--- src/rtl/core/psd_pkg.sv ---
`default_nettype none
package psd_pkg;

    localparam int COORD_BITS = 16;
    localparam int FRAC_BITS  = 8;
    localparam int T_FRAC     = 16;
    localparam int DIST_BITS  = 25;

    // Coordinate differences and dot products.
    localparam int DB   = COORD_BITS + 1;
    localparam int NB   = 2 * DB + 1;
    localparam int DENB = 2 * DB;
    localparam int NUMB = NB + T_FRAC;

    // Projection parameter magnitude and its split for the multipliers.
    localparam int QB  = DB + T_FRAC;
    localparam int QL  = (QB + 1) / 2;
    localparam int QH  = QB - QL;
    localparam int PLW = QL + 1 + DB;
    localparam int PHW = QH + 1 + DB;

    // Residual, its truncated magnitude and the radicand.
    localparam int RW      = DB + T_FRAC + 3;
    localparam int RM      = DB + 2 + FRAC_BITS;
    localparam int R_SHIFT = T_FRAC - FRAC_BITS;
    localparam int SW      = 2 * RM + 1;
    localparam int QS      = (SW + 1) / 2;
    localparam int RADB    = 2 * QS;
    localparam int RMW     = QS + 2;

    localparam logic [QB-1:0]        T_ONE    = QB'(1) << T_FRAC;
    localparam logic [DIST_BITS-1:0] DIST_MAX = {DIST_BITS{1'b1}};

    typedef enum logic [1:0] {
        CMD_POINT = 2'd0,
        CMD_LINE  = 2'd1,
        CMD_SEG   = 2'd2
    } psd_cmd_t;

    typedef struct packed {
        logic [1:0]                   cmd;
        logic signed [COORD_BITS-1:0] point_x;
        logic signed [COORD_BITS-1:0] point_y;
        logic signed [COORD_BITS-1:0] begin_x;
        logic signed [COORD_BITS-1:0] begin_y;
        logic signed [COORD_BITS-1:0] end_x;
        logic signed [COORD_BITS-1:0] end_y;
        logic [DIST_BITS-1:0]         bound;
    } psd_req_t;

    typedef struct packed {
        logic [DIST_BITS-1:0] distance;
        logic                 bound_held;
    } psd_rsp_t;

    typedef struct packed {
        logic signed [DB-1:0] wx;
        logic signed [DB-1:0] wy;
        logic signed [DB-1:0] dx;
        logic signed [DB-1:0] dy;
        logic [DIST_BITS-1:0] bound;
        logic                 zero_t;
        logic                 one_t;
        logic                 neg;
    } psd_side_t;

    typedef struct packed {
        psd_side_t       side;
        logic [DENB-1:0] den;
        logic [DENB-1:0] rem;
        logic [QB-1:0]   nlo;
        logic [QB-1:0]   q;
    } psd_div_t;

    typedef struct packed {
        logic [DIST_BITS-1:0] bound;
        logic [RMW-1:0]       rem;
        logic [QS-1:0]        root;
        logic [RADB-1:0]      rad;
    } psd_sqrt_t;

endpackage
`default_nettype wire

--- src/rtl/core/psd_div_stage.sv ---
`default_nettype none
module psd_div_stage import psd_pkg::*; (
    input  wire logic     clk,
    input  wire logic     rst_n,
    input  wire logic     en,
    input  wire logic     prev_valid,
    input  wire psd_div_t prev_beat,
    output logic          valid,
    output psd_div_t      beat
);

    logic     valid_reg;
    psd_div_t beat_reg;
    psd_div_t beat_next;

    logic [DENB:0] r2;
    logic [DENB:0] diff;
    logic          fits;

    always_comb
    begin
        r2   = {prev_beat.rem, prev_beat.nlo[QB-1]};
        diff = r2 - {1'b0, prev_beat.den};
        fits = (r2 >= {1'b0, prev_beat.den});

        beat_next     = prev_beat;
        beat_next.rem = fits ? diff[DENB-1:0] : r2[DENB-1:0];
        beat_next.nlo = {prev_beat.nlo[QB-2:0], 1'b0};
        beat_next.q   = {prev_beat.q[QB-2:0], fits};
    end

    always_ff @(posedge clk or negedge rst_n)
    begin
        if (!rst_n)
        begin
            valid_reg <= 1'b0;
        end
        else if (en)
        begin
            valid_reg <= prev_valid;
        end
    end

    always_ff @(posedge clk)
    begin
        if (en)
        begin
            beat_reg <= beat_next;
        end
    end

    assign valid = valid_reg;
    assign beat  = beat_reg;

endmodule
`default_nettype wire

--- config.mk ---
export PLATFORM = sky130hd
export DESIGN_NAME = psd_div_stage
export DESIGN_NICKNAME = d
export VERILOG_FILES = /design/src/rtl/core/psd_pkg.sv /design/src/rtl/core/psd_div_stage.sv
export SDC_FILE = /design/constraint.sdc
export NUM_CORES = 1
export LEC_CHECK = 0
export ABC_AREA = 1
export BUFFER_PORTS_ARGS = -buffer_cell sky130_fd_sc_hd__buf_4
export CAP_MARGIN = 20
export CORE_AREA = 2 2 178 180
export DETAILED_ROUTE_END_ITERATION = 12
export DIE_AREA = 0 0 180 182
export PLACE_DENSITY = 0.7
export SLEW_MARGIN = 20
export SYNTH_ARGS = -nofsm -noshare
export SYNTH_HDL_FRONTEND = slang
export SYNTH_SLANG_ARGS = --single-unit
--- constraint.sdc ---
create_clock -name clk -period 0.9 [get_ports clk]
set_input_delay 0.135 -clock clk [delete_from_list [all_inputs] [get_ports clk]]
set_output_delay 0.135 -clock clk [all_outputs]
set_load 0.03 [all_outputs]
---- After elaboration in Yosys (flattened, before gate mapping) ----
Cells that the tools add are included.
storage, ports and cells
  register bits ........................... 230
  input bits .............................. 234
  output and inout bits ................... 231
  logic and storage cells ................. 16
cells by class
  muxes and demuxes ....................... 1
  order comparisons ....................... 1
  add/subtract/negate cells ............... 1
operator list
  operator                                                        count
  35-bit by 34-bit greater-or-equal comparator with 1-bit output  1
  34-bit 2-to-1 mux                                               1
  34-bit subtractor                                               1

---- Depth between registers and ports, before layout ----
  word-level depth ........................ 2
  mapped depth ............................ 17
  depth with buffers taken out ............ 15

---- Least setup slack after synthesis ----
OpenSTA, ideal clock, no wires.
  kind .................................... input port to flip-flop
  start ................................... input prev_beat[65] in the netlist's numbering
  end ..................................... register beat_reg (netlist bit beat[86]), data pin
  data arrival time ....................... 1.587 ns
  buffers on the path ..................... 0
  slack ................................... -0.941 ns
  data required time ...................... 0.647 ns
  cell stages on the path ................. 14
  setup time .............................. 0.253 ns
  path through ............................ inv_1 -> ha_1 -> inv_1 -> fa_1 -> nand3_1 -> nand3_1 -> nand2_1 -> nand2_1 -> nand2_1 -> nand2_1 -> nand3_1 -> nand3b_1 -> nand3_1 -> nand2_1
RTL lines
  item                  line                 source
  from (decl)           psd_div_stage.sv:7   input wire psd_div_t prev_beat,
  to (signal assigned)  psd_div_stage.sv:48  beat_reg <= beat_next;
  to (decl)             psd_div_stage.sv:13  psd_div_t beat_reg;

==> results.json <==
{
  "largest_reg_flops": 229,
  "startpoint": "prev_beat[122]",
  "violations": "setup timing",
  "reg2regPathDepth": 1,
  "p_total_mw": 34.3,
  "routed_wl_um": 44600,
  "dpl_cell_area_mm2": 0.0158,
  "crit_path_end_kind": "flip-flop",
  "yosys.area.top_type_share": 0.682,
  "cts_made_buffers": 26,
  "grt_pass1_wl_um": 64800,
  "grt_usage": 0.260,
  "overflow": 0,
  "place_congestion": 0.918,
  "rows": 65,
  "areaGrowthSynthToFinish_pct": 106,
  "clockPowerShare": 0.301,
  "ant_nets": 0,
  "synthArstFlopShare": 0.00435,
  "core_mm2": 0.0310,
  "setup_slack_ns": -0.646,
  "max_freq_ghz": 0.647,
  "finalClockSkew_ns": 0,
  "reg2reg_slack_ns": 0.10,
  "die_area_mm2": 0.0328,
  "avgSynthCellArea_um2": 11.5,
  "post-route-period-util": 1.72,
  "drt_drc_violations_left": 0,
  "yosys.area.top_type": "edfxtp_1",
  "power_density_mw_per_mm2": 1650,
  "cp.required_ns": 1.18,
  "vias": 10200,
  "ys.flop_type": "edfxtp_1",
  "dr.pass1.iters": 8,
  "yosys_warnings": 0,
  "crit_end": "beat[79]$_DFFE_PP_",
  "fin_crit_ns": 1.55,
  "synth_area_leaders": "edfxtp_1 (68%), nand2_1 (10%), inv_1 (4.8%)",
  "cts.path.max_buffers": 3,
  "viasPerCell": 4.60,
  "seq_area_frac_synth": 0.685,
  "dieWidth_um": 180,
  "combPwrFrac": 0.304,
  "avgRoutedWirePerCell_um": 20.1,
  "grt_max_degree": 21,
  "antenna_found_initial": 5,
  "r2r_start": "valid$_DFFE_PN0P_",
  "cts_sinks": 230,
  "yosysMostFrequentCell": "nand2_1",
  "outcome": "finished, violations left",
  "synth_cell_types": 34,
  "placed_cells": 1885,
  "syn_area_mm2": 0.0101,
  "clk_latency_ns": 0.52,
  "peakVddDrop_v": 0.00119,
  "start_kind": "input port",
  "timing.rr.end": "valid$_DFFE_PN0P_",
  "fin_nets": 2056,
  "cp.arrival_ns": 1.82,
  "slowest_delay_ns": 0.31,
  "synth_nets": 1143,
  "worst_path_max_delay_cell": "ha_4",
  "p_leak_nw": 9.42,
  "clkTransAtPathRegs_ns": 0.06,
  "drive_above_1_share": 0.504,
  "p_int_mw": 23.9,
  "grt_setup_unrepaired": "yes",
  "syn_inst": 874,
  "cts_tree": "built",
  "ys_ff_latch": 230,
  "post-route-util": 0.671,
  "hp-class": "in2reg",
  "dp_slack_ns": -1.18,
  "start_util": 0.325,
  "finalSetupViolations": 265,
  "p_sw_frac": 0.303,
  "ys_top_cells_by_count": "nand2_1 (273), edfxtp_1 (229), inv_1 (129), nor2_1 (51), nand3_1 (39)",
  "drv_cap": 0,
  "worstPathCellList": "buf_8, inv_4, ha_4, buf_6, nand2_4, nor2_4, nand2_2, nor4_4, a21oi_2, nand2_8, buf_12, buf_12, inv_16, nand2_4, nand2_2",
  "hpwl_um": 30300,
  "final_max_slew_viol_count": 0,
  "grt_pass1_vias": 10700,
  "synth_edf_count": 229,
  "finalHoldViolCount": 0,
  "cts_root_buf": "clkbuf_16",
  "fin_cells": 2215,
  "htree_num_levels": 1,
  "crit_type": "in2reg",
  "final_area_mm2": 0.0208,
  "crit_fanout": 8,
  "io_pins": 465,
  "switching_power_mw": 10.4,
  "port_buffers": 462,
  "seq_power_share": 0.394,
  "chipHeight_um": 182,
  "drt-initial-drc-count": 632
}
power groups by stage:
| stage | registers [mW] | logic [mW] | clock network [mW] |
|---|---|---|---|
| finish | 13.5 | 10.4 | 10.3 |
| global route | 13.6 | 11.0 | 10.9 |
| CTS | 13.5 | 9.95 | 10.5 |
| detailed placement | 13.5 | 8.05 | 0 |
| global placement | 13.5 | 7.96 | 0 |
| floorplan | 15.4 | 2.03 | 0 |
kinds of logic after synthesis:
family	share of synthesized area
AO/OA/AOI/OAI	0.0218
XOR/XNOR	0.0156
adder cells (fa/ha/maj)	0.0442
buffers and inverters	0.0601
flip-flops	0.685
multiplexers	0.00112
other	0.000372
AND/OR/NAND/NOR	0.172
routing by layer:
metal,share of wire,track usage
met1,0.36,0.286
met4,0.033,0.0745
met3,0.054,0.0485
met5,0,0
met2,0.55,0.507
critical path, delay by kind of cell:
kind                       cells  cell delay, ns
buffers and inverters          6            0.56
adders and majority gates      1            0.31
AOI/OAI and AO/OA              1            0.15
and+or+nand+nor                7            0.66
repair_timing:
| item | 4_1_cts | 5_1_grt |
|---|---|---|
| hold endpoints to repair | 230 | 1 |
| resized for setup | 322 | 87 |
| setup endpoints to repair | 265 | 265 |
| setup buffers | 27 | 17 |
| hold buffers | 230 | 1 |
| cloned | 3 | 0 |
| pin swaps | 17 | 35 |
layout make-up:
type | instances | area [um2]
timing repair buffer | 891 | 8410
clock inverter | 14 | 114
clock buffer | 34 | 702
timing repair inverter | 2 | 40.0
multi-input combinational | 503 | 3520
antenna | 6 | 15.0
inverter | 133 | 573
sequential | 230 | 6900
fill | 2154 | 10200
tap | 402 | 503
how the worst min path moves through the flow:
stage             startpoint                  to  slack, ns  depth (start not counted)
3_5_place_dp           rst_n   valid$_DFFE_PN0P_      -0.09                          1
3_3_place_gp           rst_n   valid$_DFFE_PN0P_      -0.09                          1
4_1_cts        prev_beat[79]  beat[80]$_DFFE_PP_      -0.12                          3
6_report                  en  beat[89]$_DFFE_PP_       0.04                          2
5_1_grt                   en  beat[89]$_DFFE_PP_       0.03                          2
2_1_floorplan          rst_n   valid$_DFFE_PN0P_      -0.16                          0
cells in the final DEF, fill, tap and decap left out, drive strengths merged:
cell	n
a21oi	27
and3	1
buf	660
bufinv	1
clkbuf	34
clkinv	7
clkinvlp	3
conb	1
dfrtp	1
diode	6
dlygate4sd3	231
edfxtp	229
fa	1
ha	34
inv	138
mux2	1
nand2	292
nand3	40
nand3b	7
nand4	3
nor2	57
nor3	5
nor4	1
o21ai	11
o21bai	3
or2	1
xnor2	2
xor2	16
per-stage QoR:
step	TNS (ns)	hold WS, ns
final	-93.38	0.0391
after global routing	-103.46	0.0283
after CTS	-94.88	-0.116
after detailed placement	-43.18	-0.0871
after global placement	-39.87	-0.0891
after floorplan	-28.19	-0.161
No activity file was read; power rests on OpenSTA's default activity.
