### src/rtl/core/psd_pkg.sv
`default_nettype none
package psd_pkg;

    localparam int COORD_BITS = 16;
    localparam int FRAC_BITS  = 8;
    localparam int T_FRAC     = 16;
    localparam int DIST_BITS  = 25;

    // Coordinate differences and dot products.
    localparam int DB   = COORD_BITS + 1;
    localparam int NB   = 2 * DB + 1;
    localparam int DENB = 2 * DB;
    localparam int NUMB = NB + T_FRAC;

    // Projection parameter magnitude and its split for the multipliers.
    localparam int QB  = DB + T_FRAC;
    localparam int QL  = (QB + 1) / 2;
    localparam int QH  = QB - QL;
    localparam int PLW = QL + 1 + DB;
    localparam int PHW = QH + 1 + DB;

    // Residual, its truncated magnitude and the radicand.
    localparam int RW      = DB + T_FRAC + 3;
    localparam int RM      = DB + 2 + FRAC_BITS;
    localparam int R_SHIFT = T_FRAC - FRAC_BITS;
    localparam int SW      = 2 * RM + 1;
    localparam int QS      = (SW + 1) / 2;
    localparam int RADB    = 2 * QS;
    localparam int RMW     = QS + 2;

    localparam logic [QB-1:0]        T_ONE    = QB'(1) << T_FRAC;
    localparam logic [DIST_BITS-1:0] DIST_MAX = {DIST_BITS{1'b1}};

    typedef enum logic [1:0] {
        CMD_POINT = 2'd0,
        CMD_LINE  = 2'd1,
        CMD_SEG   = 2'd2
    } psd_cmd_t;

    typedef struct packed {
        logic [1:0]                   cmd;
        logic signed [COORD_BITS-1:0] point_x;
        logic signed [COORD_BITS-1:0] point_y;
        logic signed [COORD_BITS-1:0] begin_x;
        logic signed [COORD_BITS-1:0] begin_y;
        logic signed [COORD_BITS-1:0] end_x;
        logic signed [COORD_BITS-1:0] end_y;
        logic [DIST_BITS-1:0]         bound;
    } psd_req_t;

    typedef struct packed {
        logic [DIST_BITS-1:0] distance;
        logic                 bound_held;
    } psd_rsp_t;

    typedef struct packed {
        logic signed [DB-1:0] wx;
        logic signed [DB-1:0] wy;
        logic signed [DB-1:0] dx;
        logic signed [DB-1:0] dy;
        logic [DIST_BITS-1:0] bound;
        logic                 zero_t;
        logic                 one_t;
        logic                 neg;
    } psd_side_t;

    typedef struct packed {
        psd_side_t       side;
        logic [DENB-1:0] den;
        logic [DENB-1:0] rem;
        logic [QB-1:0]   nlo;
        logic [QB-1:0]   q;
    } psd_div_t;

    typedef struct packed {
        logic [DIST_BITS-1:0] bound;
        logic [RMW-1:0]       rem;
        logic [QS-1:0]        root;
        logic [RADB-1:0]      rad;
    } psd_sqrt_t;

endpackage
`default_nettype wire

### src/rtl/core/psd_sqrt_stage.sv
`default_nettype none
module psd_sqrt_stage import psd_pkg::*; (
    input  wire logic      clk,
    input  wire logic      rst_n,
    input  wire logic      en,
    input  wire logic      prev_valid,
    input  wire psd_sqrt_t prev_beat,
    output logic           valid,
    output psd_sqrt_t      beat
);

    logic      valid_reg;
    psd_sqrt_t beat_reg;
    psd_sqrt_t beat_next;

    logic [RMW+1:0] r_ext;
    logic [RMW+1:0] trial;
    logic [RMW+1:0] diff;
    logic           fits;

    // One root bit per stage: bring down two radicand bits and try 4*root+1.
    always_comb
    begin
        r_ext = {prev_beat.rem, prev_beat.rad[RADB-1:RADB-2]};
        trial = (RMW + 2)'({prev_beat.root, 2'b01});
        diff  = r_ext - trial;
        fits  = (r_ext >= trial);

        beat_next      = prev_beat;
        beat_next.rem  = fits ? RMW'(diff) : RMW'(r_ext);
        beat_next.root = {prev_beat.root[QS-2:0], fits};
        beat_next.rad  = {prev_beat.rad[RADB-3:0], 2'b00};
    end

    always_ff @(posedge clk or negedge rst_n)
    begin
        if (!rst_n)
        begin
            valid_reg <= 1'b0;
        end
        else if (en)
        begin
            valid_reg <= prev_valid;
        end
    end

    always_ff @(posedge clk)
    begin
        if (en)
        begin
            beat_reg <= beat_next;
        end
    end

    assign valid = valid_reg;
    assign beat  = beat_reg;

endmodule
`default_nettype wire
### config.mk
export PLATFORM = sky130hd
export DESIGN_NAME = psd_sqrt_stage
export DESIGN_NICKNAME = d
export VERILOG_FILES = /design/src/rtl/core/psd_pkg.sv /design/src/rtl/core/psd_sqrt_stage.sv
export SDC_FILE = /design/constraint.sdc
export NUM_CORES = 1
export LEC_CHECK = 0
export BUFFER_PORTS_ARGS = -buffer_cell sky130_fd_sc_hd__buf_2
export CAP_MARGIN = 15
export CORE_MARGIN = 4
export CORE_UTILIZATION = 51
export CTS_CLUSTER_DIAMETER = 40
export DETAILED_ROUTE_END_ITERATION = 8
export GPL_ROUTABILITY_DRIVEN = 0
export PLACE_DENSITY = 0.86
export SLEW_MARGIN = 20
export SYNTH_ARGS = -nofsm -noshare
export SYNTH_HDL_FRONTEND = slang
export SYNTH_SLANG_ARGS = --single-unit
### constraint.sdc
create_clock -name clk -period 1.9 [get_ports clk]
set_input_delay 0.285 -clock clk [delete_from_list [all_inputs] [get_ports clk]]
set_output_delay 0.285 -clock clk [all_outputs]
set_load 0.05 [all_outputs]
; ---- After elaboration in Yosys (flattened, before gate mapping)
; Index checks and enable logic that the tools add are counted.
[op_classes]
order_cmp = 1
add_sub_neg = 1
muxes = 1
[ops]
columns = op, n
row1 = 32-bit by 30-bit >= comparator with 1-bit output, 1
row2 = 30-bit two-way mux, 1
row3 = 30-bit subtractor, 1
[totals]
register_bits = 138
in_bits = 143

; ---- Logic depth before layout (Yosys ltp)
[logic_depth]
ltp_word = 2
ltp_mapped = 12
ltp_nobuf = 10

; ---- Least setup slack after synthesis
; No wires, ideal clock.
[synth_path]
path_type = input-to-reg
start = input prev_beat[73] (netlist bit)
end = register beat_reg, in the netlist beat[113], data pin
path_stages = 12
arrival_time_ns = 2.152
setup_ns = 0.260
path_slack_ns = -0.511
required_time_ns = 1.640
path_cell_list = inv_1 -> ha_1 -> buf_6 -> a21oi_2 -> o21a_2 -> o221ai_2 -> a2111oi_4 -> o311ai_4 -> buf_6 -> and3b_1 -> a21oi_2 -> nand3_1
[synth_rtl]
columns = element, line
row1 = from (decl), psd_sqrt_stage.sv:7  ; input wire psd_sqrt_t prev_beat,
row2 = to (signal assigned), psd_sqrt_stage.sv:51  ; beat_reg <= beat_next;
row3 = to (decl), psd_sqrt_stage.sv:13  ; psd_sqrt_t beat_reg;

==> results.txt <==
----------------------------------------------------
[Cells and area]
  Count of nets after finishing ... 1050
  Post-route non-filler standard cell count ... 1064
  Post-route core utilization ... 0.863
  Post-synthesis to final-layout area growth ... 64.7%
  Share of final-layout standard cells stronger than drive strength 1 ... 0.635
  Combined flip-flop and latch cell area ... 4140 um2
  Top library cells by usage in the layout, fill and taps aside ... 265 x sky130_fd_sc_hd__buf_2, 137 x sky130_fd_sc_hd__edfxtp_1, 102 x sky130_fd_sc_hd__buf_4, 27 x sky130_fd_sc_hd__nand2_1, 25 x sky130_fd_sc_hd__inv_1
  Flip-flop count of the largest register after layout ... 137
  Area occupied by multi-input gates ... 2810 um2
  Most common cell after layout, fill and taps aside ... sky130_fd_sc_hd__buf_2
  Count of filler cells inserted in the layout ... 567

[Yosys]
  Avg Cell Area, Syn ... 13.4 um2
  Gate Count Post-Synth ... 473
  Top cells by area, synth ... sky130_fd_sc_hd__edfxtp_1 65%, sky130_fd_sc_hd__ha_1 5.9%, sky130_fd_sc_hd__a21oi_1 3.2%
  Number of enable-type register cells in the synthesized netlist ... 137
  Total of warnings raised by yosys ... 0
  Synth Flop Type ... sky130_fd_sc_hd__edfxtp_1
  Fraction of registers with async set/reset ... 0.00725
  Top cell type's share of synthesized area ... 0.649
  Area leader, netlist ... sky130_fd_sc_hd__edfxtp_1
  Count of distinct cell types in the synthesized netlist ... 57
  Sequential area share after synthesis ... 0.652
  Seq cells post-synth ... 138
  Netlist area before placement ... 6340 um2

[Hold path]
  Hold_sp ... prev_beat[56]
  Depth of the worst hold-timing path ... 1
  Worst Hold Endpoint ... beat[57]$_DFFE_PP_
  Worst Hold Class ... in2reg

[Global route]
  Antenna violations before repair ... 6
  Maximum number of pins on one net before global-route repair ... 41
  Number of global-route vias before repair ... 5982
  GRT Total Usage ... 0.297
  Wire length of the first global-routing pass ... 32400 um
  Total overflow reported by the global router ... 0

[Critical path]
  Worst endpoint data arrival time ... 2.31 ns
  Critical path startpoint category ... input pin
  Data required time at the worst endpoint ... 2.07 ns
  Biggest cell delay along the critical path ... 0.40 ns
  R2r startpoint ... valid$_DFFE_PN0P_
  Top fanout value on the critical path ... 8
  Slack of the worst reg-to-reg path ... 1.11 ns
  Worst flop-to-flop path endpoint ... valid$_DFFE_PN0P_
  Worst-case reg-to-reg path depth ... 1
  Crit Path Class ... in2reg
  Worst Setup End Kind ... flip-flop
  Critical-path cell list ... buf_2 -> ha_4 -> a21oi_4 -> o21a_2 -> o221ai_4 -> a2111oi_4 -> o311ai_4 -> buf_6 -> buf_12 -> nor2_4 -> a21oi_2
  CP max stage cell ... sky130_fd_sc_hd__a2111oi_4

[STA]
  Max Clk Rate ... 467 MHz
  Setup violation total in the final timing report ... 31
  Final Hold Vio Count ... 0
  Setup repair after global routing missed its margin ... yes
  Count of pins over their slew limit ... 0
  Setup clock skew after layout ... 0 ns
  Worst Max-Slew Pin Slew ... 0.552 ns
  Final critical-path setup slack ... -0.241 ns
  Worst slew margin ... 0.631
  Final period util ... 1.13
  Final period demand of the worst path ... 2.14 ns

[CTS]
  Post-CTS clock slew at the launch and capture registers of the worst setup and hold paths ... 0.07 ns
  Insertion delay to the later sink of the worst-skew pair ... 0.42 ns
  Clock tree from TritonCTS ... yes
  CTS H-Tree Depth ... 4
  Clock buffer depth ... 2
  Clock Root Buffer ... sky130_fd_sc_hd__clkbuf_16
  Number of clock sinks seen by CTS ... 138
  Number of clock buffers inserted by TritonCTS ... 17

[Route]
  Antenna viol nets, final ... 0
  Number of remaining DRC errors ... 0
  Routed wire length ... 25200 um
  Ratio of routed vias to standard cells ... 5.81
  Initial DRC count ... 644
  Detail-routed net length per standard cell ... 23.7 um
  Overall via count from detail_route ... 6177
  Router iterations before antenna repair ... 5

[Place]
  HPWL Detailed ... 15100 um
  Count of placed standard cells including taps ... 1009
  Buffers on Ports ... 280
  Post-Place Setup Slack ... -0.659 ns

[Floorplan]
  Effective utilization at floorplan ... 0.524
  Die height ... 120 um
  Number of cell rows ... 40
  Area of the placeable core ... 12100 um2
  Ports placed on the boundary ... 283
  Die extent in x ... 120 um
  Die Area ... 14300 um2

[Run status]
  Violated checks ... negative setup slack
  Run status ... complete, but fails checks

[Power and ir drop]
  Power density over cell area ... 997 nW/um2
  Peak supply drop ... 0.845 mV
  Leakage power ... 0.00447 uW

[Job]
  Max capacitance violation total ... 0

----------------------------------------------------
synth_stat cells, types with 2 or more instances:
library cell	instances
sky130_fd_sc_hd__a21o_1	8
sky130_fd_sc_hd__a21oi_1	41
sky130_fd_sc_hd__a21oi_2	6
sky130_fd_sc_hd__a311o_1	2
sky130_fd_sc_hd__a31o_2	2
sky130_fd_sc_hd__a31oi_1	3
sky130_fd_sc_hd__and2_1	2
sky130_fd_sc_hd__and3_1	2
sky130_fd_sc_hd__and3b_1	2
sky130_fd_sc_hd__and4_1	2
sky130_fd_sc_hd__buf_2	6
sky130_fd_sc_hd__buf_4	5
sky130_fd_sc_hd__buf_6	3
sky130_fd_sc_hd__edfxtp_1	137
sky130_fd_sc_hd__ha_1	30
sky130_fd_sc_hd__inv_1	37
sky130_fd_sc_hd__nand2_1	39
sky130_fd_sc_hd__nand2b_1	3
sky130_fd_sc_hd__nand3_1	7
sky130_fd_sc_hd__nand3b_1	2
sky130_fd_sc_hd__nand4_1	8
sky130_fd_sc_hd__nand4_2	2
sky130_fd_sc_hd__nor2_1	36
sky130_fd_sc_hd__nor2b_1	2
sky130_fd_sc_hd__o2111ai_1	2
sky130_fd_sc_hd__o21a_1	8
sky130_fd_sc_hd__o21ai_0	12
sky130_fd_sc_hd__o21ai_1	7
sky130_fd_sc_hd__o21bai_1	4
sky130_fd_sc_hd__o2bb2ai_1	2
sky130_fd_sc_hd__xnor2_1	14
sky130_fd_sc_hd__xor2_1	12
layer usage:
metal,vias up,part of all wire,global-route usage
li1,2570,-,-
met4,0,0.068,0.150
met5,-,0,0
met2,497,0.53,0.554
met3,144,0.083,0.0773
met1,2966,0.32,0.306
through the flow:
step	TNS (ns)	total power (uW)	cell area, um2	hold slack [ns]
3_5_place_dp	-16.93	6520	8850	0.0601
3_3_place_gp	-15.44	6440	8850	0.0597
2_1_floorplan	-8.57	5610	6560	-0.0106
6_report	-5.52	10400	10400	0.0278
4_1_cts	-2.57	10100	10000	0.0308
5_1_grt	-6.46	10700	10400	0.0132
worst max-delay path, delay by kind of cell:
kind            cells  cell delay, ns
compound gates      6            1.14
fa+ha+maj           1            0.28
buf+inv             3            0.51
simple gates        1            0.09
kinds of logic (layout without fill, tap and decap cells):
group / after synthesis / count (layout) / synth area share
AOI/OAI and AO/OA: 112 / 112 / 0.126
adders and majority gates: 30 / 30 / 0.0592
DFF: 138 / 138 / 0.652
xor gates and xnor gates: 26 / 26 / 0.0359
buffers and inverters: 52 / 468 / 0.0385
other: 1 / 8 / 0.000591
and+or+nand+nor: 113 / 113 / 0.0858
muxes: 1 / 1 / 0.00178
cell type report:
cell class | instances | share of cell area
Inverter | 38 | 0.0156
Tap cell | 168 | 0.0201
Antenna cell | 6 | 0.00144
Multi-Input combinational cell | 284 | 0.269
Clock buffer | 18 | 0.0411
Sequential cell | 138 | 0.396
Clock inverter | 14 | 0.0163
Timing Repair Buffer | 398 | 0.240
where the power goes:
group	internal [uW]	total, uW	switching, uW
logic	1060	3180	2120
clock network	2070	3430	1360
registers	3710	3810	96.6
total	6840	10400	3580
how the worst max path moves through the flow:
stage	start	to	slack, ns	cells after the start
after global placement	prev_beat[77]	beat[113]$_DFFE_PP_	-0.56	12
after floorplan	prev_beat[101]	beat[113]$_DFFE_PP_	-0.37	11
final	prev_beat[101]	beat[96]$_DFFE_PP_	-0.24	11
after CTS	prev_beat[105]	beat[113]$_DFFE_PP_	-0.15	11
after global routing	prev_beat[65]	beat[104]$_DFFE_PP_	-0.35	11
after detailed placement	prev_beat[65]	beat[104]$_DFFE_PP_	-0.66	11
repair_timing:
item,CTS,global route
pin swaps,36,38
gates resized for setup,100,81
hold buffers,1,0
setup buffers,7,7
setup endpoints to repair,31,31
cloned,3,0
endpoints found under the hold margin,1,0
(Power assumes the default switching activity.)
