## src/rtl/core/psd_pkg.sv

```systemverilog
`default_nettype none
package psd_pkg;

    localparam int COORD_BITS = 16;
    localparam int FRAC_BITS  = 8;
    localparam int T_FRAC     = 16;
    localparam int DIST_BITS  = 25;

    // Coordinate differences and dot products.
    localparam int DB   = COORD_BITS + 1;
    localparam int NB   = 2 * DB + 1;
    localparam int DENB = 2 * DB;
    localparam int NUMB = NB + T_FRAC;

    // Projection parameter magnitude and its split for the multipliers.
    localparam int QB  = DB + T_FRAC;
    localparam int QL  = (QB + 1) / 2;
    localparam int QH  = QB - QL;
    localparam int PLW = QL + 1 + DB;
    localparam int PHW = QH + 1 + DB;

    // Residual, its truncated magnitude and the radicand.
    localparam int RW      = DB + T_FRAC + 3;
    localparam int RM      = DB + 2 + FRAC_BITS;
    localparam int R_SHIFT = T_FRAC - FRAC_BITS;
    localparam int SW      = 2 * RM + 1;
    localparam int QS      = (SW + 1) / 2;
    localparam int RADB    = 2 * QS;
    localparam int RMW     = QS + 2;

    localparam logic [QB-1:0]        T_ONE    = QB'(1) << T_FRAC;
    localparam logic [DIST_BITS-1:0] DIST_MAX = {DIST_BITS{1'b1}};

    typedef enum logic [1:0] {
        CMD_POINT = 2'd0,
        CMD_LINE  = 2'd1,
        CMD_SEG   = 2'd2
    } psd_cmd_t;

    typedef struct packed {
        logic [1:0]                   cmd;
        logic signed [COORD_BITS-1:0] point_x;
        logic signed [COORD_BITS-1:0] point_y;
        logic signed [COORD_BITS-1:0] begin_x;
        logic signed [COORD_BITS-1:0] begin_y;
        logic signed [COORD_BITS-1:0] end_x;
        logic signed [COORD_BITS-1:0] end_y;
        logic [DIST_BITS-1:0]         bound;
    } psd_req_t;

    typedef struct packed {
        logic [DIST_BITS-1:0] distance;
        logic                 bound_held;
    } psd_rsp_t;

    typedef struct packed {
        logic signed [DB-1:0] wx;
        logic signed [DB-1:0] wy;
        logic signed [DB-1:0] dx;
        logic signed [DB-1:0] dy;
        logic [DIST_BITS-1:0] bound;
        logic                 zero_t;
        logic                 one_t;
        logic                 neg;
    } psd_side_t;

    typedef struct packed {
        psd_side_t       side;
        logic [DENB-1:0] den;
        logic [DENB-1:0] rem;
        logic [QB-1:0]   nlo;
        logic [QB-1:0]   q;
    } psd_div_t;

    typedef struct packed {
        logic [DIST_BITS-1:0] bound;
        logic [RMW-1:0]       rem;
        logic [QS-1:0]        root;
        logic [RADB-1:0]      rad;
    } psd_sqrt_t;

endpackage
`default_nettype wire

```

## src/rtl/core/psd_front.sv

```systemverilog
`default_nettype none
module psd_front import psd_pkg::*; (
    input  wire logic     clk,
    input  wire logic     rst_n,
    input  wire logic     en,
    input  wire logic     prev_valid,
    input  wire psd_req_t req,
    output logic          valid,
    output psd_div_t      beat
);

    logic [3:0] v_reg;

    logic signed [DB-1:0] wx1_reg, wy1_reg, dx1_reg, dy1_reg;
    logic [1:0]           cmd1_reg;
    logic [DIST_BITS-1:0] bound1_reg;

    logic signed [2*DB-1:0] pnx2_reg, pny2_reg, pdx2_reg, pdy2_reg;
    logic signed [DB-1:0]   wx2_reg, wy2_reg, dx2_reg, dy2_reg;
    logic [1:0]             cmd2_reg;
    logic [DIST_BITS-1:0]   bound2_reg;

    logic signed [NB-1:0] n3_reg;
    logic [DENB-1:0]      den3_reg;
    logic signed [DB-1:0] wx3_reg, wy3_reg, dx3_reg, dy3_reg;
    logic [1:0]           cmd3_reg;
    logic [DIST_BITS-1:0] bound3_reg;

    psd_div_t beat_reg;

    logic [NB-1:0]   nmag;
    logic [NUMB-1:0] num;
    logic            is_point, is_line, is_seg, den_zero, n_pos, n_big;
    psd_div_t        beat_next;

    always_ff @(posedge clk or negedge rst_n)
    begin
        if (!rst_n)
        begin
            v_reg <= '0;
        end
        else if (en)
        begin
            v_reg <= {v_reg[2:0], prev_valid};
        end
    end

    always_ff @(posedge clk)
    begin
        if (en)
        begin
            wx1_reg    <= DB'(req.point_x) - DB'(req.begin_x);
            wy1_reg    <= DB'(req.point_y) - DB'(req.begin_y);
            dx1_reg    <= DB'(req.end_x) - DB'(req.begin_x);
            dy1_reg    <= DB'(req.end_y) - DB'(req.begin_y);
            cmd1_reg   <= req.cmd;
            bound1_reg <= req.bound;

            pnx2_reg   <= dx1_reg * wx1_reg;
            pny2_reg   <= dy1_reg * wy1_reg;
            pdx2_reg   <= dx1_reg * dx1_reg;
            pdy2_reg   <= dy1_reg * dy1_reg;
            wx2_reg    <= wx1_reg;
            wy2_reg    <= wy1_reg;
            dx2_reg    <= dx1_reg;
            dy2_reg    <= dy1_reg;
            cmd2_reg   <= cmd1_reg;
            bound2_reg <= bound1_reg;

            n3_reg     <= NB'(pnx2_reg) + NB'(pny2_reg);
            den3_reg   <= DENB'(pdx2_reg) + DENB'(pdy2_reg);
            wx3_reg    <= wx2_reg;
            wy3_reg    <= wy2_reg;
            dx3_reg    <= dx2_reg;
            dy3_reg    <= dy2_reg;
            cmd3_reg   <= cmd2_reg;
            bound3_reg <= bound2_reg;

            beat_reg   <= beat_next;
        end
    end

    // The divider starts with the top bits already brought down, since the
    // quotient never needs more than QB bits.
    always_comb
    begin
        nmag     = n3_reg[NB-1] ? NB'(-n3_reg) : NB'(n3_reg);
        num      = {nmag, {T_FRAC{1'b0}}};
        is_point = (cmd3_reg == CMD_POINT);
        is_line  = (cmd3_reg == CMD_LINE);
        is_seg   = !is_point && !is_line;
        den_zero = (den3_reg == '0);
        n_pos    = !n3_reg[NB-1] && (n3_reg != '0);
        n_big    = (nmag >= NB'(den3_reg));

        beat_next             = '0;
        beat_next.side.wx     = wx3_reg;
        beat_next.side.wy     = wy3_reg;
        beat_next.side.dx     = dx3_reg;
        beat_next.side.dy     = dy3_reg;
        beat_next.side.bound  = bound3_reg;
        beat_next.side.zero_t = is_point || den_zero || (is_seg && !n_pos);
        beat_next.side.one_t  = is_seg && !den_zero && n_pos && n_big;
        beat_next.side.neg    = is_line && n3_reg[NB-1];
        beat_next.den         = den3_reg;
        beat_next.rem         = DENB'(num[NUMB-1:QB]);
        beat_next.nlo         = num[QB-1:0];
        beat_next.q           = '0;
    end

    assign valid = v_reg[3];
    assign beat  = beat_reg;

endmodule
`default_nettype wire

```

## config.mk

```make
export PLATFORM = sky130hd
export DESIGN_NAME = psd_front
export DESIGN_NICKNAME = d
export VERILOG_FILES = /design/src/rtl/core/psd_pkg.sv /design/src/rtl/core/psd_front.sv
export SDC_FILE = /design/constraint.sdc
export NUM_CORES = 2
export LEC_CHECK = 0
export ABC_AREA = 1
export ABC_CLOCK_PERIOD_IN_PS = 15480
export BUFFER_PORTS_ARGS = -buffer_cell sky130_fd_sc_hd__buf_2
export CAP_MARGIN = 20
export CORE_UTILIZATION = 50
export CTS_BUF_LIST = sky130_fd_sc_hd__clkbuf_4 sky130_fd_sc_hd__clkbuf_8 sky130_fd_sc_hd__clkbuf_16
export CTS_CLUSTER_DIAMETER = 150
export DETAILED_ROUTE_END_ITERATION = 8
export GPL_TIMING_DRIVEN = 0
export PLACE_DENSITY_LB_ADDON = 0.12
export SLEW_MARGIN = 20
export SYNTH_ARGS = -nofsm -noshare
export SYNTH_HDL_FRONTEND = slang
export SYNTH_SLANG_ARGS = --single-unit
export TNS_END_PERCENT = 30
```

## constraint.sdc

```tcl
create_clock -name clk -period 15.48 [get_ports clk]
set_input_delay 3.096 -clock clk [delete_from_list [all_inputs] [get_ports clk]]
set_output_delay 3.096 -clock clk [all_outputs]
set_load 0.01 [all_outputs]
```

# --- Word-level counts from Yosys, hierarchy flattened ---
# Cells that the tools add are included.
# Widths: inputs -> output; s select.
totals:
  word_cells: 67
  inputBits: 127
  register_bits: 659
  output_inout_bits: 231
classes:
  n_eq_ne: 1
  mul: 4
  magnitude_cmp: 1
  reduce_logical: 17
  addsub: 7
  mux: 1
ops:
  columns: ["cell", "count"]
  rows:
  - ["$mul 17x17->34", 4]
  - ["$sub 16x16->17", 4]
  - ["$add 34x34->35", 1]
  - ["$ge 35x34->1", 1]
  - ["$mux 35", 1]
  - ["$neg 35->35", 1]
  - ["$reduce_bool 35->1", 1]
  - ["$add 34x34->34", 1]
  - ["$logic_not 34->1", 1]
  - ["$logic_and 1x1->1", 7]
  - ["$logic_not 1->1", 5]
  - ["$eq 2x1->1 const B", 1]
  - ["$logic_not 2->1", 1]
  - ["$logic_or 1x1->1", 2]

# --- Longest topological paths before layout ---
depth:
  word_depth: 6
  mapped_depth: 29
  depth_no_buf: 27

# --- Worst setup path after synthesis ---
# Ideal clock, no wire load.
synth_path:
  kind: "register to register"
  start: "register dx1_reg[16]"
  end: "register pnx2_reg[33], data pin"
  synth_period_minus_slack_ns: 6.124
  t_arrival_ns: 5.871
  path_slack_ns: 9.356
  n_path_buf: 2
  t_required_ns: 15.228
  path_stages_with_launch: 25
  setup_time_ns: 0.252
  cell_sequence: "edfxtp_1 -> clkbuf_1 -> buf_1 -> nand2_1 -> inv_1 -> fa_1 -> fa_1 -> fa_1 -> fa_1 -> fa_1 -> inv_1 -> fa_1 -> inv_1 -> ha_1 -> a21o_1 -> nand2_1 -> nand2_1 -> nor2_1 -> nand3_1 -> nand2_1 -> nand3_1 -> a21oi_1 -> inv_1 -> nand2_1 -> nand2_1"
synth_between:
  elab_chain_cells: 1
synth_lines:
  columns: ["item", "line_no", "text"]
  rows:
  - ["start, declared", "psd_front.sv:14", "logic signed [DB-1:0] wx1_reg, wy1_reg, dx1_reg, dy1_reg;"]
  - ["start signal, assigned", "psd_front.sv:54", "dx1_reg <= DB'(req.end_x) - DB'(req.begin_x);"]
  - ["$mul 17x17->34", "psd_front.sv:59", "pnx2_reg <= dx1_reg * wx1_reg;"]
  - ["end signal, assigned", "psd_front.sv:59", null]
  - ["end, declared", "psd_front.sv:18", "logic signed [2*DB-1:0] pnx2_reg, pny2_reg, pdx2_reg, pdy2_reg;"]
# Every way passes these cells.
# A chain may end at the register's enable or synchronous reset.

# --- Final worst setup path ---
layout_path:
  start: "register dx1_reg[16]"
  end: "register pnx2_reg[29], data pin"
# The elaborated chain is that of the path after synthesis.

==> flow_metrics.tcl <==
set metrics [dict create \
    gp_congestion 0.994 \
    die_y_um 380 \
    start_util 0.504 \
    rr_worst_depth 22 \
    synth_adder_area_share 0.407 \
    grt-ovfl-total 0 \
    dpl_cell_area_um2 75800 \
    routed-via-count 50200 \
    drt_iter0_markers 4263 \
    ant_nets 0 \
    wl_per_cell_um 20.1 \
    synthXorXnorAreaFrac 0.0375 \
    fin_crit_ns 8.57 \
    drc 0 \
    synth_edf_count 651 \
    synth-seq-cells 655 \
    postCtsSetupRepairBufs 0 \
    worst_setup_path_end_kind "register" \
    maxSlewHeadroom 0.196 \
    finalSetupTns_ns 0 \
    yosys.area_share.simple 0.106 \
    rsz0062_at_grt "no" \
    critPathRequiredTime_ns 15.84 \
    rrSetupSlack_ns 6.91 \
    cts_made_buffers 74 \
    cp-start-kind "register" \
    clkLatencyLatePin_ns 0.70 \
    cts_hold_buf 0 \
    first_global_vias 51800 \
    hold_depth 0 \
    grtUsageTotal 0.281 \
    crit_arrival_ns 8.93 \
    synth.cell_area_um2 71500 \
    yosysSeqAreaShare 0.275 \
    cp-startpoint "dx1_reg[16]" \
    postRouteWirelength_um 197000 \
    largest_register_ffs 165 \
    cts-root-buf "clkbuf_16" \
    antenna_found_initial 14 \
    max_slew.worst_pin.slew_ns 1.21 \
    fin_nets 9631 \
    core.rowCount 138 \
    rr_startpoint "dx1_reg[16]" \
    synth_mux_area_frac 0.000315 \
    finClkSkew_ns 0.0487 \
    synthCells 7414 \
    viasPerCell 5.12 \
    endpoint "pnx2_reg[29]" \
    cts-resized-gates 0 \
    ys.flop_type "edfxtp_1" \
    area_growth_pct 9.56 \
    die_w_um 380 \
    final.fill_count 12900 \
    pin_count 358 \
    r2r-end "pnx2_reg[29]" \
    min_period_over_period 0.553 \
    clkTransAtPathRegs_ns 0.07 \
    place_hpwl_um 164000 \
    grt_pass1_wl_um 305000 \
    clockBufferDepth 3 \
    synth_top_family_by_area "adder cells" \
    grt_max_degree 109 \
    criticalPathCategory "reg2reg" \
    final-setup-viol-count 0 \
    hold_viol 0 \
    dr.pass1.iters 6 \
    syn_avg_cell_area_um2 9.64 \
    clock-sinks 655 \
    dieArea_um2 145000 \
    port_buffers 292 \
    path_max_fanout 10 \
    cap_viol_max_count 0 \
    report.final.slew_viol_count 0 \
    status "complete, no violations" \
    fmax_mhz 117 \
    drive_gt1_frac 0.0689 \
    synth_warnings 0 \
    synth_compound_area_frac 0.0493 \
    async_flop_share 0.00611 \
    core-area_um2 142000 \
    htree_num_levels 3 \
    hp-class "reg2reg" \
    synth_cell_types 57 \
    cts_tree "built" \
    final_area_um2 78300 \
]
-- Yosys cell counts, drive strengths merged (2+ instances only) --
library cell / instances / share of area
inv: 2030 / 0.11
nand3: 104 / 0.0075
o31ai: 10 / 0.0010
a31o: 3 / 0.00037
dfrtp: 4 / 0.0014
ha: 520 / 0.091
nor2: 286 / 0.015
nand3b: 5 / 0.00052
xnor2: 111 / 0.014
a21oi: 277 / 0.020
fa: 1130 / 0.32
edfxtp: 651 / 0.27
a22o: 2 / 0.00025
mux2: 2 / 0.00031
nor4: 17 / 0.0015
o211ai: 14 / 0.0015
buf: 71 / 0.0071
o21a: 18 / 0.0019
xor2: 195 / 0.024
nor3: 42 / 0.0030
nand2: 1375 / 0.072
clkbuf: 204 / 0.011
o31a: 2 / 0.00025
nor3b: 5 / 0.00059
o221ai: 2 / 0.00025
nor4b: 2 / 0.00025
o21ai: 143 / 0.011
nand4: 44 / 0.0038
o221a: 2 / 0.00031
a221oi: 5 / 0.00061
a21o: 39 / 0.0041
a21boi: 8 / 0.00089
and3: 2 / 0.00017
a211oi: 9 / 0.00094
or2: 16 / 0.0014
o2111ai: 4 / 0.00049
a31oi: 20 / 0.0017
o21bai: 33 / 0.0035
o211a: 3 / 0.00042
-- how the worst min path moves through the flow --
| stage | slack (ns) | startpoint | endpoint |
|---|---|---|---|
| 3_3_place_gp | 0.40 | bound1_reg[21] | bound2_reg[21] |
| 3_5_place_dp | 0.40 | bound3_reg[9] | beat[146] |
| 4_1_cts | 0.39 | wy2_reg[12] | wy3_reg[12] |
| 5_1_grt | 0.38 | wy2_reg[12] | wy3_reg[12] |
| 2_1_floorplan | 0.40 | bound3_reg[0] | beat[137] |
| 6_report | 0.38 | wy2_reg[12] | wy3_reg[12] |
-- area by class of cell --
cell class	count	area, um2	share of cell area
well taps	1890	2360	0.0302
flip-flops and latches	655	19600	0.251
multi-input cells	4518	43200	0.551
repair buffers	300	1680	0.0214
plain buffers	275	1280	0.0163
inverters	2030	7620	0.0973
clock inverters	44	531	0.00677
clock buffers	91	2020	0.0258
diodes	1	2.50	0.0000319
-- placed cells by master (no fill, tap or decap), drive strengths merged, types with 3 or more instances in the layout --
cell and n:
inv 2035, nand2 1375, fa 1130, edfxtp 651, ha 520, buf 371, clkbuf 295, nor2 286
a21oi 277, xor2 195, o21ai 143, xnor2 111, nand3 104, conb 65, nand4 44, nor3 42
a21o 39, o21bai 33, clkinv 28, a31oi 20, o21a 18, nor4 17, or2 16, o211ai 14
o31ai 10, a211oi 9, bufinv 8, a21boi 8, a221oi 5, nand3b 5, nor3b 5, o2111ai 4
dfrtp 4, a31o 3, o211a 3, clkinvlp 3
-- through the flow --
step / worst slack, ns / instances / hold WS, ns / util
after detailed placement: 7.00 / 9667 / 0.405 / 0.535
final: 6.91 / 9804 / 0.383 / 0.553
after global placement: 0.253 / 9660 / 0.401 / 0.533
after global routing: 6.39 / 9803 / 0.382 / 0.553
after floorplan: 9.36 / 7478 / 0.400 / -
after CTS: 6.92 / 9802 / 0.392 / 0.553
-- cells by family (layout without fill, tap and decap cells) --
| group | Yosys count | in the layout |
|---|---|---|
| buf+inv | 2305 | 2740 |
| flops | 655 | 655 |
| simple gates | 1899 | 1899 |
| fa+ha+maj | 1650 | 1650 |
| other cells | 1 | 66 |
| xor+xnor | 306 | 306 |
| mux | 2 | 2 |
| compound gates | 596 | 596 |
-- metal layers --
layer  GRT usage  share of wire  vias up
met2       0.426           0.44     1829
met3      0.0542          0.089      257
li1            -              -    23100
met5           0        0.00012        -
met4      0.0736          0.026        4
met1       0.415           0.45    25000
-- worst max-delay path, cell delays in order (launching register included) --
cell      delay (ns)
edfxtp_1        0.71
clkbuf_1        0.62
buf_1           0.70
nand2_1         0.21
inv_1           0.18
fa_1            0.55
fa_1            0.93
fa_1            0.53
fa_1            0.50
fa_1            0.49
inv_1           0.05
fa_1            0.47
inv_1           0.04
ha_1            0.38
nand2_1         0.08
inv_1           0.07
nand3_1         0.15
nor2_1          0.27
nand3_1         0.20
nand3_1         0.22
nand2_1         0.08
nand3_1         0.12
xor2_1          0.64
Power is not shown: default switching activity piles up to over one toggle a cycle in this logic, so the estimate is an artifact.
